## config.mk

```make
export PLATFORM = sky130hd
export DESIGN_NAME = prc_prep
export DESIGN_NICKNAME = d
export VERILOG_FILES = /design/src/design/prc_pkg.sv /design/src/design/prc_prep.sv
export SDC_FILE = /design/constraint.sdc
export NUM_CORES = 2
export LEC_CHECK = 0
export ABC_AREA = 1
export BUFFER_PORTS_ARGS = -buffer_cell sky130_fd_sc_hd__buf_2
export CORE_MARGIN = 4
export CORE_UTILIZATION = 30
export CTS_CLUSTER_SIZE = 40
export DETAILED_ROUTE_END_ITERATION = 6
export PLACE_DENSITY_LB_ADDON = 0.3
export SYNTH_ARGS = -nofsm -noshare
export SYNTH_HDL_FRONTEND = slang
export SYNTH_SLANG_ARGS = --single-unit
```

## constraint.sdc

```tcl
create_clock -name clk -period 12.7 [get_ports clk]
set_clock_uncertainty 0.05 [all_clocks]
set_input_delay 2.54 -clock clk [delete_from_list [all_inputs] [get_ports clk]]
set_output_delay 2.54 -clock clk [all_outputs]
set_load 0.02 [all_outputs]
```

## src/design/prc_pkg.sv

```systemverilog
// Shared widths, constants, the arctangent table and the pipeline word for the rotator.
package prc_pkg;

  localparam int CORDIC_STAGES = 16;
  localparam int LATENCY       = CORDIC_STAGES + 5;

  localparam int CW        = 32;          // coordinate width
  localparam int AW        = 16;          // angle width
  localparam int ANG_SHIFT = 18;          // Q3.12 to Q.30
  localparam int ZW        = AW + ANG_SHIFT;
  localparam int DW        = CW + 1;      // exact point minus center
  localparam int GUARD     = 16;
  localparam int XW        = 52;          // datapath width with guard bits
  localparam int PW        = 48;          // partial product width
  localparam int SHW       = 5;           // stage index width
  localparam int RW        = XW - GUARD;  // rounded width
  localparam int SW        = RW + 2;      // rounded plus center

  localparam logic signed [ZW-1:0] ANG_PI      = 34'sd3373259426;
  localparam logic signed [ZW-1:0] ANG_HALF_PI = 34'sd1686629713;
  localparam logic signed [ZW-1:0] ANG_TWO_PI  = 34'sd6746518852;
  localparam logic signed [30:0]   GAIN_Q30    = 31'sh26DD3B6A;

  localparam logic [29:0] ATAN_Q30 [32] = '{
    30'h3243F6A8, 30'h1DAC6705, 30'h0FADBAFC, 30'h07F56EA6,
    30'h03FEAB76, 30'h01FFD55B, 30'h00FFFAAA, 30'h007FFF55,
    30'h003FFFEA, 30'h001FFFFD, 30'h000FFFFF, 30'h0007FFFF,
    30'h0003FFFF, 30'h0001FFFF, 30'h0000FFFF, 30'h00007FFF,
    30'h00003FFF, 30'h00001FFF, 30'h00000FFF, 30'h000007FF,
    30'h000003FF, 30'h000001FF, 30'h000000FF, 30'h0000007F,
    30'h0000003F, 30'h0000001F, 30'h0000000F, 30'h00000008,
    30'h00000004, 30'h00000002, 30'h00000001, 30'h00000000
  };

  function automatic logic [29:0] atan_q30(input logic [SHW-1:0] idx);
    return ATAN_Q30[idx];
  endfunction

  typedef struct packed {
    logic signed [XW-1:0] x;
    logic signed [XW-1:0] y;
    logic signed [ZW-1:0] z;
    logic signed [CW-1:0] cx;
    logic signed [CW-1:0] cy;
  } cordic_t;

endpackage

```

## src/design/prc_prep.sv

```systemverilog
// Front end: center subtraction, angle folding and gain-compensation multiply.
module prc_prep (
  input  logic                            clk,
  input  logic                            rst_n,
  input  logic                            acc,
  input  logic signed [prc_pkg::CW-1:0]   px,
  input  logic signed [prc_pkg::CW-1:0]   py,
  input  logic signed [prc_pkg::CW-1:0]   cx,
  input  logic signed [prc_pkg::CW-1:0]   cy,
  input  logic signed [prc_pkg::AW-1:0]   ang,
  output logic                            q_valid,
  output prc_pkg::cordic_t                q_data
);

  logic signed [prc_pkg::ZW-1:0] z_in;
  logic signed [prc_pkg::ZW-1:0] z_wrap;

  logic                           v1_r, v2_r, v3_r, v4_r;
  logic signed [prc_pkg::DW-1:0]  dx1_r, dy1_r, dx2_r, dy2_r;
  logic signed [prc_pkg::DW-1:0]  dx2_nxt, dy2_nxt;
  logic signed [prc_pkg::ZW-1:0]  z1_r, z2_r, z3_r, z2_nxt;
  logic signed [prc_pkg::CW-1:0]  cx1_r, cy1_r, cx2_r, cy2_r, cx3_r, cy3_r;
  logic signed [prc_pkg::PW-1:0]  phx_r, plx_r, phy_r, ply_r;
  logic signed [63:0]             prod_x, prod_y;
  prc_pkg::cordic_t               d4_r;

  assign z_in = {ang, {prc_pkg::ANG_SHIFT{1'b0}}};

  always_comb begin
    if (z_in > prc_pkg::ANG_PI) begin
      z_wrap = z_in - prc_pkg::ANG_TWO_PI;
    end else if (z_in < -prc_pkg::ANG_PI) begin
      z_wrap = z_in + prc_pkg::ANG_TWO_PI;
    end else begin
      z_wrap = z_in;
    end
  end

  // Angles past a quarter turn are brought back by a half turn, which negates the offset.
  always_comb begin
    if (z1_r > prc_pkg::ANG_HALF_PI) begin
      z2_nxt  = z1_r - prc_pkg::ANG_PI;
      dx2_nxt = -dx1_r;
      dy2_nxt = -dy1_r;
    end else if (z1_r < -prc_pkg::ANG_HALF_PI) begin
      z2_nxt  = z1_r + prc_pkg::ANG_PI;
      dx2_nxt = -dx1_r;
      dy2_nxt = -dy1_r;
    end else begin
      z2_nxt  = z1_r;
      dx2_nxt = dx1_r;
      dy2_nxt = dy1_r;
    end
  end

  assign prod_x = (64'(phx_r) <<< 16) + 64'(plx_r);
  assign prod_y = (64'(phy_r) <<< 16) + 64'(ply_r);

  always_ff @(posedge clk) begin
    if (!rst_n) begin
      v1_r <= 1'b0;
      v2_r <= 1'b0;
      v3_r <= 1'b0;
      v4_r <= 1'b0;
    end else begin
      v1_r <= acc;
      v2_r <= v1_r;
      v3_r <= v2_r;
      v4_r <= v3_r;
    end
  end

  always_ff @(posedge clk) begin
    dx1_r <= prc_pkg::DW'(px) - prc_pkg::DW'(cx);
    dy1_r <= prc_pkg::DW'(py) - prc_pkg::DW'(cy);
    z1_r  <= z_wrap;
    cx1_r <= cx;
    cy1_r <= cy;

    dx2_r <= dx2_nxt;
    dy2_r <= dy2_nxt;
    z2_r  <= z2_nxt;
    cx2_r <= cx1_r;
    cy2_r <= cy1_r;

    // The 33-bit offset is split into a signed upper and an unsigned lower half.
    phx_r <= prc_pkg::PW'($signed(dx2_r[prc_pkg::DW-1:16])) * prc_pkg::PW'(prc_pkg::GAIN_Q30);
    plx_r <= prc_pkg::PW'($signed({1'b0, dx2_r[15:0]})) * prc_pkg::PW'(prc_pkg::GAIN_Q30);
    phy_r <= prc_pkg::PW'($signed(dy2_r[prc_pkg::DW-1:16])) * prc_pkg::PW'(prc_pkg::GAIN_Q30);
    ply_r <= prc_pkg::PW'($signed({1'b0, dy2_r[15:0]})) * prc_pkg::PW'(prc_pkg::GAIN_Q30);
    z3_r  <= z2_r;
    cx3_r <= cx2_r;
    cy3_r <= cy2_r;

    d4_r.x  <= prc_pkg::XW'($signed(prod_x[63:30-prc_pkg::GUARD]));
    d4_r.y  <= prc_pkg::XW'($signed(prod_y[63:30-prc_pkg::GUARD]));
    d4_r.z  <= z3_r;
    d4_r.cx <= cx3_r;
    d4_r.cy <= cy3_r;
  end

  assign q_valid = v4_r;
  assign q_data  = d4_r;

endmodule

```

==> results.ini <==
[place]
place.gp.congestion=0.9715
dp_hpwl_um=201600
io_buffer_count=348

[clocking]
post_cts_resize_count=0
numCtsBuffers=88
cts_root_buf=clkbuf_16
cts_setup_buffers=0
cts.clk_slew.worst_paths_ps=90
cts_tree=built
insertion_delay_ps=710
cts_hold_buf=0
cts_sinks=753
cts_buffer_depth=3
htreeDepth=3

[synth]
yosysTopAreaCell=dfxtp_1
synth_area_leaders=dfxtp_1 22%, fa_1 22%, ha_1 14%
dominantRegCellSynth=dfxtp_1
synthArstFlopShare_pct=0
synth_top_area_share_pct=22.04
synthesis.nets=10739
synth_cells=9069
ys_seq_area_share_pct=22.04
synth_cell_types=40
ys_ff_latch=753
synth_edf_count=0
yosys_warnings=0
syn-cell-area_um2=68380
syn-mean-instance-area_um2=7.540

[route]
dr.pass1.iters=7
vias_per_cell=4.548
drt-total-wl_um=229600
vias=57081
wl_per_cell_um=18.30
ant_nets=0
remaining_drc_errors=4
drt_iter0_markers=4087

[floorplan]
die_area_um2=235700
start_util_pct=30.12
fp.dieW_um=485.4
rows=175
io_pins=350
coreArea_um2=227100
die_h_um=485.4

[timing]
hold_viol=0
setup_tns_ps=0
drv_slew=0
fin_crit_ps=6122
min_period_over_period_pct=48.21
worstMarginPinSlew_ps=962.1
max_freq_mhz=163.3
rsz0062_at_grt=false
relSlewSlack_pct=35.86
setup_viol=0

[grt]
antenna_found_initial=20
grt_pass1_vias=57620
grt_pass1_wl_um=346600
grt_max_degree=79
grt_usage_pct=19.27
overflow=0

[hold_path]
min_path_type=reg2reg
hold_start=cx2_r[15]

[worst_setup_path]
critPathLaunchType=flop
crit_required_ps=13230
endpoint_kind=flop
worstPathArrival_ps=6650
worstPathMaxFanout=8
path_class=reg2reg
r2r-start=dy2_r[31]
critical_path.startpoint=dy2_r[31]

[layout]
num-fill-cells=24242
nets=11128
final_layout_size_suffix_gt1_share_pct=5.657
area_growth_pct=12.29
multi_input_area_um2=45090
register_area_um2=15070

[outcome]
status=complete, but fails checks
failed_checks=design-rule violations

[job]
max_cap_viol_count=0

## stage by stage
stage | area, um^2 | hold WS, ps | cells | setup slack (ps) | utilization (%)
floorplan | 68380 | 259.6 | 9069 | 7595 | -
global placement | 73590 | 259.6 | 12377 | 6756 | 32.41
detailed placement | 73590 | 262.1 | 12377 | 6690 | 32.41
CTS | 76750 | 258.1 | 12537 | 6657 | 33.80
global route | 76780 | 266.0 | 12546 | 6309 | 33.81
finish | 76790 | 249.1 | 12550 | 6578 | 33.82
## worst paths after layout
kind         depth (start not counted)        end  slack, ps
max                                 19  phy_r[45]       6580
min                                  0  cx3_r[15]        250
max reg2reg                         19  phy_r[45]       6580
min reg2reg                          0  cx3_r[15]        250
## layout by cell type (no fill, tap or decap), types with 4 or more instances in the layout
| cell type | instances |
|---|---|
| nand3b_1 | 17 |
| nand3_1 | 428 |
| nand2_1 | 2493 |
| and3_1 | 6 |
| clkinv_4 | 4 |
| or2_2 | 14 |
| bufinv_16 | 12 |
| o211ai_1 | 9 |
| clkbuf_1 | 7 |
| a31oi_1 | 8 |
| inv_6 | 10 |
| clkinv_2 | 10 |
| diode_2 | 13 |
| a21oi_1 | 292 |
| inv_2 | 10 |
| clkinvlp_4 | 7 |
| nor2_1 | 743 |
| a21o_1 | 15 |
| xor2_1 | 168 |
| clkbuf_8 | 12 |
| nor4_1 | 15 |
| inv_16 | 4 |
| clkbuf_16 | 89 |
| o21ai_0 | 137 |
| buf_2 | 348 |
| o21bai_1 | 48 |
| inv_1 | 2088 |
| nor3_1 | 49 |
| ha_1 | 771 |
| xnor2_1 | 33 |
| nand4_1 | 85 |
| and2_1 | 8 |
| buf_4 | 6 |
| a21boi_0 | 7 |
| dfxtp_1 | 753 |
| o21a_1 | 4 |
| fa_1 | 752 |
| o21ai_1 | 48 |
## state kept, by name (all words and copies together), names as in the netlist, 33 cells and up
name / cells
dy1_r: 33
dx1_r: 33
phy_r: 47
q_data: 192
dx2_r: 33
dy2_r: 33
phx_r: 47
## logic make-up after synthesis
logic type	count (synthesis)	share of synthesized area (%)
AO/OA/AOI/OAI	571	4.506
adder cells (fa/ha/maj)	1523	36.12
flip-flops	753	22.04
other	1	0.005484
XOR/XNOR	201	2.574
AND/OR/NAND/NOR	3867	22.73
buffers and inverters	2153	12.02
## routing by layer
metal	global-route usage, %	wire, um	vias up
met5	0	126	-
met4	7.882	10220	18
met3	3.547	14810	286
met2	29.94	99290	1634
met1	26.34	105200	26977
li1	-	-	28166
## layout make-up
cell class	count	area share, %
repair buffers	354	2.327
flip-flops and latches	753	19.63
multi-input cells	6163	58.72
clock inverters	52	0.9712
well taps	3009	4.903
diodes	13	0.04237
clock buffers	108	3.150
inverters	2098	10.26
## Yosys cell counts, types with 22 or more instances
master,n
nand2_1,2493
inv_1,2088
ha_1,771
dfxtp_1,753
fa_1,752
nor2_1,743
nand3_1,428
a21oi_1,292
xor2_1,168
o21ai_0,137
nand4_1,85
nor3_1,49
o21ai_1,48
o21bai_1,48
xnor2_1,33
buf_2,22
## critical path, stage by stage (launching register included)
cell and delay (ps):
dfxtp_1 770, fa_1 410, inv_1 150, fa_1 540
fa_1 550, inv_1 50, fa_1 510, fa_1 560
inv_1 60, fa_1 540, inv_1 60, ha_1 390
a21oi_1 380, o21ai_0 260, a21oi_1 340, nand2_1 90
nand2_1 90, nand3_1 70, nand2_1 60, nand2_1 60
Power is not shown: default switching activity piles up to over one toggle a cycle in this logic, so the estimate is an artifact.
