File: src/design/prc_pkg.sv
// Shared widths, constants, the arctangent table and the pipeline word for the rotator.
package prc_pkg;

  localparam int CORDIC_STAGES = 16;
  localparam int LATENCY       = CORDIC_STAGES + 5;

  localparam int CW        = 32;          // coordinate width
  localparam int AW        = 16;          // angle width
  localparam int ANG_SHIFT = 18;          // Q3.12 to Q.30
  localparam int ZW        = AW + ANG_SHIFT;
  localparam int DW        = CW + 1;      // exact point minus center
  localparam int GUARD     = 16;
  localparam int XW        = 52;          // datapath width with guard bits
  localparam int PW        = 48;          // partial product width
  localparam int SHW       = 5;           // stage index width
  localparam int RW        = XW - GUARD;  // rounded width
  localparam int SW        = RW + 2;      // rounded plus center

  localparam logic signed [ZW-1:0] ANG_PI      = 34'sd3373259426;
  localparam logic signed [ZW-1:0] ANG_HALF_PI = 34'sd1686629713;
  localparam logic signed [ZW-1:0] ANG_TWO_PI  = 34'sd6746518852;
  localparam logic signed [30:0]   GAIN_Q30    = 31'sh26DD3B6A;

  localparam logic [29:0] ATAN_Q30 [32] = '{
    30'h3243F6A8, 30'h1DAC6705, 30'h0FADBAFC, 30'h07F56EA6,
    30'h03FEAB76, 30'h01FFD55B, 30'h00FFFAAA, 30'h007FFF55,
    30'h003FFFEA, 30'h001FFFFD, 30'h000FFFFF, 30'h0007FFFF,
    30'h0003FFFF, 30'h0001FFFF, 30'h0000FFFF, 30'h00007FFF,
    30'h00003FFF, 30'h00001FFF, 30'h00000FFF, 30'h000007FF,
    30'h000003FF, 30'h000001FF, 30'h000000FF, 30'h0000007F,
    30'h0000003F, 30'h0000001F, 30'h0000000F, 30'h00000008,
    30'h00000004, 30'h00000002, 30'h00000001, 30'h00000000
  };

  function automatic logic [29:0] atan_q30(input logic [SHW-1:0] idx);
    return ATAN_Q30[idx];
  endfunction

  typedef struct packed {
    logic signed [XW-1:0] x;
    logic signed [XW-1:0] y;
    logic signed [ZW-1:0] z;
    logic signed [CW-1:0] cx;
    logic signed [CW-1:0] cy;
  } cordic_t;

endpackage

File: src/design/prc_post.sv
// Back end: drops the guard bits with rounding, adds the center back and saturates.
module prc_post (
  input  logic                          clk,
  input  logic                          rst_n,
  input  logic                          d_valid,
  input  prc_pkg::cordic_t              d_data,
  output logic                          q_valid,
  output logic signed [prc_pkg::CW-1:0] q_x,
  output logic signed [prc_pkg::CW-1:0] q_y
);

  localparam logic signed [prc_pkg::XW-1:0] HALF = prc_pkg::XW'(1) <<< (prc_pkg::GUARD - 1);

  logic signed [prc_pkg::XW-1:0] xh, yh;
  logic signed [prc_pkg::SW-1:0] sum_x, sum_y;
  logic signed [prc_pkg::CW-1:0] sat_x, sat_y;
  logic                          valid_r;
  logic signed [prc_pkg::CW-1:0] x_r, y_r;

  function automatic logic signed [prc_pkg::CW-1:0] sat(input logic signed [prc_pkg::SW-1:0] v);
    logic ovf;
    ovf = !((&v[prc_pkg::SW-1:prc_pkg::CW-1]) || !(|v[prc_pkg::SW-1:prc_pkg::CW-1]));
    if (!ovf) begin
      return v[prc_pkg::CW-1:0];
    end else if (v[prc_pkg::SW-1]) begin
      return {1'b1, {(prc_pkg::CW-1){1'b0}}};
    end else begin
      return {1'b0, {(prc_pkg::CW-1){1'b1}}};
    end
  endfunction

  assign xh    = d_data.x + HALF;
  assign yh    = d_data.y + HALF;
  assign sum_x = prc_pkg::SW'($signed(xh[prc_pkg::XW-1:prc_pkg::GUARD])) + prc_pkg::SW'(d_data.cx);
  assign sum_y = prc_pkg::SW'($signed(yh[prc_pkg::XW-1:prc_pkg::GUARD])) + prc_pkg::SW'(d_data.cy);
  assign sat_x = sat(sum_x);
  assign sat_y = sat(sum_y);

  always_ff @(posedge clk) begin
    if (!rst_n) begin
      valid_r <= 1'b0;
    end else begin
      valid_r <= d_valid;
    end
  end

  always_ff @(posedge clk) begin
    x_r <= sat_x;
    y_r <= sat_y;
  end

  assign q_valid = valid_r;
  assign q_x     = x_r;
  assign q_y     = y_r;

endmodule

File: config.mk
export PLATFORM = sky130hd
export DESIGN_NAME = prc_post
export DESIGN_NICKNAME = d
export VERILOG_FILES = /design/src/design/prc_pkg.sv /design/src/design/prc_post.sv
export SDC_FILE = /design/constraint.sdc
export NUM_CORES = 1
export LEC_CHECK = 0
export BUFFER_PORTS_ARGS = -buffer_cell sky130_fd_sc_hd__buf_4
export CORE_UTILIZATION = 50
export DETAILED_ROUTE_END_ITERATION = 10
export GPL_TIMING_DRIVEN = 0
export PLACE_DENSITY = 0.92
export SLEW_MARGIN = 20
export SYNTH_ARGS = -nofsm -noshare
export SYNTH_HDL_FRONTEND = slang
export SYNTH_SLANG_ARGS = --single-unit
File: constraint.sdc
create_clock -name clk -period 7.9 [get_ports clk]
set_clock_uncertainty 0.15 [all_clocks]
set_input_delay 1.975 -clock clk [delete_from_list [all_inputs] [get_ports clk]]
set_output_delay 1.975 -clock clk [all_outputs]
set_load 0.1 [all_outputs]
==> results of run 1 <==
routing by layer:
layer	global-route usage (%)	up-vias	part of all wire, %
met4	9.34	0	2.6
li1	-	3712	-
met5	0	-	0
met2	48.6	305	51
met3	3.37	50	5.8
met1	29.4	3350	41
metrics by stage:
| step | total power [mW] | util [%] | instances | hold slack (ns) |
|---|---|---|---|---|
| 2_1_floorplan | 1.35 | - | 899 | 1.95 |
| 3_3_place_gp | 1.62 | 64.1 | 1284 | 2.03 |
| 3_5_place_dp | 1.64 | 64.1 | 1284 | 2.05 |
| 4_1_cts | 2.08 | 66.4 | 1300 | 1.70 |
| 5_1_grt | 2.17 | 66.4 | 1300 | 1.71 |
| 6_report | 2.08 | 66.4 | 1300 | 1.71 |
cell type report:
type                            count  area (µm²)
Buffer                             31         229
Clock inverter                      7         101
Fill cell                        1153        4690
Sequential cell                    65        1300
Inverter                           26        97.6
Clock buffer                        9         225
Tap cell                          180         225
Multi-Input combinational cell    777        5580
Timing Repair Buffer              205        1540
report_power, final:
part / total, mW / internal (mW) / switching, mW / leakage (nW)
logic: 1.22 / 0.353 / 0.864 / 3.48
registers: 0.423 / 0.401 / 0.0221 / 0.547
clock network: 0.444 / 0.279 / 0.164 / 0.153
state kept, by name, summed over array words and instances, names as in the netlist:
name and cells:
q_x 32, q_y 32, q_valid 1
final timing paths:
kind,slack (ns),end,start
setup / recovery,1.01,q_y[6],d_data[115]
hold / removal,1.71,q_valid,d_valid
kinds of logic (layout without fill, tap and decap cells):
logic type | count (synthesis) | in the layout | share of synthesized area [%]
buffers and inverters | 57 | 278 | 4.53
AO/OA/AOI/OAI | 252 | 252 | 23.2
XOR/XNOR | 134 | 134 | 16.3
flip-flops | 65 | 65 | 18.1
AND/OR/NAND/NOR | 279 | 279 | 19.4
multiplexers | 34 | 34 | 4.72
adder cells (fa/ha/maj) | 78 | 78 | 13.8
worst max-delay path: cells and delay by family:
kind            cells  cell delay [ns]
buf+inv             3             0.39
fa+ha+maj           1             0.27
xor+xnor            1             0.18
compound gates      6             1.31
mux                 2             0.45
simple gates        9             2.40
placed cells by master, fill, tap and decap left out, drive strengths merged, types with 3 or more instances in the layout:
| cell type | count |
|---|---|
| nand3 | 46 |
| xor2 | 44 |
| inv | 28 |
| a221oi | 3 |
| nor2 | 51 |
| a21oi | 75 |
| a211oi | 3 |
| o21ai | 45 |
| and2 | 11 |
| xnor2 | 90 |
| o31ai | 7 |
| o21bai | 7 |
| nor4 | 5 |
| dfxtp | 65 |
| nand2 | 82 |
| and4 | 8 |
| nand3b | 3 |
| nand2b | 7 |
| a21o | 36 |
| or4 | 3 |
| o211ai | 5 |
| ha | 76 |
| nand4 | 24 |
| a41oi | 3 |
| nor3 | 12 |
| o41ai | 3 |
| and3 | 20 |
| a31oi | 11 |
| buf | 221 |
| o21a | 33 |
| clkbuf | 22 |
| mux2i | 34 |
==> load_flow_metrics.sql, run 1 <==
INSERT INTO impl_metrics (metric_group, metric, value, unit) VALUES
('clock_tree', 'post_cts_buffers', '0', ''),
('worst_hold_path', 'hold_path_class', 'primary input to flop', ''),
('logic_synthesis', 'yosys_warnings', '0', ''),
('cells_and_area', 'area_growth_syn_to_layout', '29.0', '%'),
('logic_synthesis', 'synth.top_cells.by_count', 'xnor2_1 (90), nand2_1 (81), ha_1 (76), a21oi_1 (74), dfxtp_1 (65)', ''),
('critical_path', 'worst-setup-path-type', 'primary input to flop', ''),
('sta', 'final_critical_path_setup_slack', '1.01', 'ns'),
('critical_path', 'crit_path_cell_trace', 'buf_4 > and2_1 > and4_1 > nand2_1 > nor4_1 > and3_1 > nand4_1 > nor2_1 > xor2_1 > ha_1 > buf_6 > a21oi_2 > o221ai_1 > a221oi_1 > o41ai_1 > a41oi_4 > mux2i_1 > o21ai_1 > or4_4 > nand2_4 > buf_12 > mux2i_1', ''),
('route', 'detailedRoute.firstIterationViolations', '510', ''),
('logic_synthesis', 'synth_cells', '899', ''),
('clock_tree', 'cts_hold_repair.buffers', '0', ''),
('logic_synthesis', 'synth_enable_flop_cells', '0', ''),
('clock_tree', 'clk_slew_on_worst_s_h_paths', '0.06', 'ns'),
('logic_synthesis', 'synth.yosys.seq_area_share', '18.1', '%'),
('floorplan', 'die-width', '122', 'µm'),
('logic_synthesis', 'synthArstFlopShare', '0', '%'),
('clock_tree', 'resized_gates_after_cts', '0', ''),
('global_routing', 'grt_pass1_wl', '31100', 'µm'),
('power', 'vdd_drop_max', '117', 'µV'),
('global_routing', 'grt.total_usage', '25.9', '%'),
('sta', 'timing_max_transition_violations_final', '0', ''),
('placement', 'port_buffers', '205', ''),
('sta', 'final-hold-violation-count', '0', ''),
('floorplan', 'initial_core_util', '51.5', '%'),
('status', 'status', 'completed', ''),
('critical_path', 'timing.critical_path.to_type', 'flop', ''),
('floorplan', 'floorplan.die_area', '14900', 'µm²'),
('worst_hold_path', 'hold_depth', '2', ''),
('critical_path', 'critical_path_required', '8.01', 'ns'),
('placement', 'preCtsSetupSlack', '0.654', 'ns'),
('critical_path', 'cpMostUsedCell', 'mux2i_1', ''),
('logic_synthesis', 'synth_fp_nets', '1182', ''),
('logic_synthesis', 'synth_cell_types', '69', ''),
('cells_and_area', 'finish.net_count', '1398', ''),
('global_routing', 'antenna_violations_before_repair', '0', ''),
('cells_and_area', 'fraction_of_final_layout_cells_with_drive_strength_greater_than_1', '22.7', '%'),
('critical_path', 'critical_path.startpoint_type', 'primary input', ''),
('logic_synthesis', 'syn_area_per_cell', '8.01', 'µm²'),
('route', 'post_drt_wl_per_cell', '15.0', 'µm'),
('cells_and_area', 'num_antenna_cells', '0', ''),
('sta', 'final_min_period', '6.89', 'ns'),
('sta', 'timing.final.setup_violations', '0', ''),
('sta', 'achievable-frequency', '0.145', 'GHz'),
('critical_path', 'critPathSlowestCell', 'nor4_1', ''),
('logic_synthesis', 'synth_area', '7200', 'µm²'),
('clock_tree', 'tritoncts.num_buffers', '9', ''),
('clock_tree', 'clk_root_buffer_cell', 'clkbuf_16', ''),
('global_routing', 'largest_net_degree_at_the_start_of_global_routing', '14', ''),
('floorplan', 'top_level_pins', '270', ''),
('placement', 'globalplace.congestion', '0.950', ''),
('route', 'drc', '0', ''),
('global_routing', 'via_count_of_the_first_global_routing_pass', '6975', ''),
('critical_path', 'crit_path_arrival_time', '7.00', 'ns'),
('route', 'routed_via_density', '5.71', ''),
('floorplan', 'die_h', '122', 'µm'),
('run', 'maxCapViolations', '0', ''),
('sta', 'max_slew.worst_pin.slew', '0.620', 'ns'),
('global_routing', 'globalRouteOverflowTotal', '0', ''),
('sta', 'slew_headroom', '58.5', '%'),
('route', 'first_pass_iters', '6', ''),
('clock_tree', 'max-clock-path-buffers', '2', ''),
('logic_synthesis', 'post-synth-top-count-cell', 'xnor2_1', ''),
('floorplan', 'core-area', '14000', 'µm²'),
('route', 'postRouteWirelength', '19500', 'µm'),
('sta', 'totalNegativeSetupSlack', '0', 'ns'),
('placement', 'hpwl_detailed', '15900', 'µm'),
('critical_path', 'critPathMaxFanout', '10', ''),
('placement', 'placedInstanceArea', '8970', 'µm²'),
('logic_synthesis', 'ys_seq_elements', '65', ''),
('clock_tree', 'tritoncts_num_sinks', '65', ''),
('critical_path', 'critPathMaxStageDelay', '0.52', 'ns');
Note: power is estimated with default switching activity, not from simulation.
==> run 2, diff against run 1 <==
--- a/config.mk
+++ b/config.mk
@@ -7,6 +7,7 @@
 export LEC_CHECK = 0
 export BUFFER_PORTS_ARGS = -buffer_cell sky130_fd_sc_hd__buf_4
 export CORE_UTILIZATION = 50
+export CTS_BUF_LIST = sky130_fd_sc_hd__clkbuf_4 sky130_fd_sc_hd__clkbuf_8
 export DETAILED_ROUTE_END_ITERATION = 10
 export GPL_TIMING_DRIVEN = 0
 export PLACE_DENSITY = 0.92
==> run 2 against run 1 <==
Utilization down 0.72 points. Fmax increased by 0.18%. Largest cell class unchanged. Via count fell by 0.53%.
==> load_flow_metrics.sql, run 2 (synthesized netlist as in run 1, its figures left out) <==
INSERT INTO impl_metrics (metric_group, metric, value, unit) VALUES
('clock_tree', 'htree_levels', '3', ''),
('sta', 'timing.final.setup_violations', '0', ''),
('floorplan', 'core-area', '14000', 'µm²'),
('run', 'maxCapViolations', '0', ''),
('sta', 'slew_headroom', '58.6', '%'),
('critical_path', 'critical_path.startpoint_type', 'primary input', ''),
('clock_tree', 'max-clock-path-buffers', '2', ''),
('global_routing', 'grt.total_usage', '25.8', '%'),
('critical_path', 'cp-startpoint', 'd_data[115]', ''),
('power', 'share_of_total_power_in_the_clock_network', '16.7', '%'),
('clock_tree', 'tritoncts_num_sinks', '65', ''),
('sta', 'grt_setup_unrepaired', 'false', ''),
('critical_path', 'worst-setup-path-type', 'primary input to flop', ''),
('power', 'fin_total_pwr', '1.97', 'mW'),
('placement', 'globalplace.congestion', '0.950', ''),
('power', 'seq_power_share', '21.5', '%'),
('clock_tree', 'post_cts_buffers', '0', ''),
('sta', 'final_min_period', '6.88', 'ns'),
('clock_tree', 'resized_gates_after_cts', '0', ''),
('critical_path', 'critical_path_required', '8.03', 'ns'),
('sta', 'timing_max_transition_violations_final', '0', ''),
('sta', 'totalNegativeSetupSlack', '0', 'ns'),
('route', 'dr_total_vias', '7378', ''),
('floorplan', 'die-width', '122', 'µm'),
('floorplan', 'top_level_pins', '270', ''),
('power', 'comb_power_share', '61.8', '%'),
('critical_path', 'crit_path_arrival_time', '7.01', 'ns'),
('cells_and_area', 'area_growth_syn_to_layout', '27.6', '%'),
('clock_tree', 'cts_tree', 'built', ''),
('floorplan', 'core.rowCount', '43', ''),
('route', 'routed_via_density', '5.68', ''),
('power', 'total_net_switching_power', '1.03', 'mW'),
('worst_hold_path', 'hold_depth', '2', ''),
('worst_hold_path', 'min-delay-start', 'd_valid', ''),
('clock_tree', 'clk_root_buffer_cell', 'clkbuf_8', ''),
('cells_and_area', 'num_antenna_cells', '0', ''),
('clock_tree', 'clk_slew_on_worst_s_h_paths', '0.08', 'ns'),
('sta', 'final-hold-violation-count', '0', ''),
('cells_and_area', 'finish.net_count', '1398', ''),
('sta', 'max_slew.worst_pin.slew', '0.619', 'ns'),
('status', 'status', 'completed', ''),
('placement', 'hpwl_detailed', '15900', 'µm'),
('worst_hold_path', 'hold_path_class', 'primary input to flop', ''),
('sta', 'layout_worst_path_cycle_share', '87.1', '%'),
('power', 'power.internal', '933', 'µW'),
('clock_tree', 'cts_hold_repair.buffers', '0', ''),
('floorplan', 'floorplan.die_area', '14900', 'µm²'),
('sta', 'achievable-frequency', '0.145', 'GHz'),
('sta', 'final_critical_path_setup_slack', '1.02', 'ns'),
('route', 'first_pass_iters', '5', ''),
('route', 'drc', '0', ''),
('cells_and_area', 'layout.cells.most_common', 'buf_4', ''),
('power', 'static-leakage-power', '4.13', 'nW'),
('route', 'postRouteWirelength', '19400', 'µm'),
('global_routing', 'via_count_of_the_first_global_routing_pass', '6960', ''),
('global_routing', 'largest_net_degree_at_the_start_of_global_routing', '14', ''),
('floorplan', 'die_h', '122', 'µm'),
('route', 'detailedRoute.firstIterationViolations', '497', ''),
('global_routing', 'globalRouteOverflowTotal', '0', ''),
('floorplan', 'initial_core_util', '51.5', '%'),
('critical_path', 'timing.critical_path.to_type', 'flop', ''),
('clock_tree', 'tritoncts.num_buffers', '9', ''),
('power', 'swShare', '52.5', '%'),
('critical_path', 'critPathMaxFanout', '10', ''),
('placement', 'port_buffers', '205', ''),
('cells_and_area', 'fraction_of_final_layout_cells_with_drive_strength_greater_than_1', '22.7', '%'),
('placement', 'preCtsSetupSlack', '0.654', 'ns'),
('cells_and_area', 'top_library_cells_by_usage_in_the_layout_fill_and_taps_aside', 'buf_4 (210), xnor2_1 (90), nand2_1 (81)', ''),
('global_routing', 'grt_pass1_wl', '31100', 'µm'),
('route', 'post_drt_wl_per_cell', '14.9', 'µm'),
('power', 'vdd_drop_max', '117', 'µV'),
('worst_hold_path', 'min_delay_worst_endpoint', 'q_valid', ''),
('route', 'postRouteAntennaNets', '0', ''),
('power', 'power.density_cell_area', '214', 'nW/µm²'),
('global_routing', 'antenna_violations_before_repair', '0', '');
## run 2: cell counts in the layout (fill, tap and decap cells not counted)
Identical to the previous run, type by type.
## run 2: worst max-delay path by stage
stage          endpoint  slack (ns)  depth (start not counted)
6_report         q_y[6]        1.02                         22
5_1_grt         q_y[10]        0.64                         22
4_1_cts         q_y[30]        1.02                         22
3_5_place_dp     q_y[6]        0.65                         22
3_3_place_gp     q_y[2]        0.75                         22
2_1_floorplan   q_y[30]        1.51                         21
## run 2: stage by stage
stage               std cells  hold WS, ns  util (%)  area, µm²
CTS                      1300         1.68      65.7       9190
detailed placement       1284         2.05      64.1       8970
finish                   1300         1.69      65.7       9190
global placement         1284         2.03      64.1       8970
floorplan                 899         1.95         -       7200
global route             1300         1.68      65.7       9190
## run 2: power groups by stage
stage               Clock (mW)  Combinational (mW)  Sequential, mW
floorplan                    0               0.403           0.950
global placement             0                1.19           0.429
detailed placement           0                1.21           0.430
CTS                      0.334                1.21           0.423
global route             0.348                1.28           0.427
finish                   0.328                1.22           0.423
## run 2: area by class of cell
class	instances	area (µm²)
clock inverters	7	101
inverters	26	97.6
well taps	180	225
multi-input cells	777	5580
fillers	1173	4800
repair buffers	205	1540
plain buffers	31	229
clock buffers	9	124
flip-flops and latches	65	1300
## run 2: critical path, cell delays in order
cell and delay [ns]:
buf_4 0.09, and2_1 0.17, and4_1 0.26, nand2_1 0.12
nor4_1 0.52, and3_1 0.30, nand4_1 0.24, nor2_1 0.19
xor2_1 0.18, ha_1 0.27, buf_6 0.14, a21oi_2 0.25
o221ai_1 0.19, a221oi_1 0.33, o41ai_1 0.17, a41oi_4 0.28
mux2i_1 0.26, o21ai_1 0.10, or4_4 0.44, nand2_4 0.16
buf_12 0.16, mux2i_1 0.19
## run 2: per-layer routing
layer	vias to the layer above	track usage [%]	wire length, µm
met5	-	0	0
met1	3332	29.6	7930
met2	295	47.9	9770
met4	0	10.3	576
li1	3704	-	-
met3	47	3.18	1090
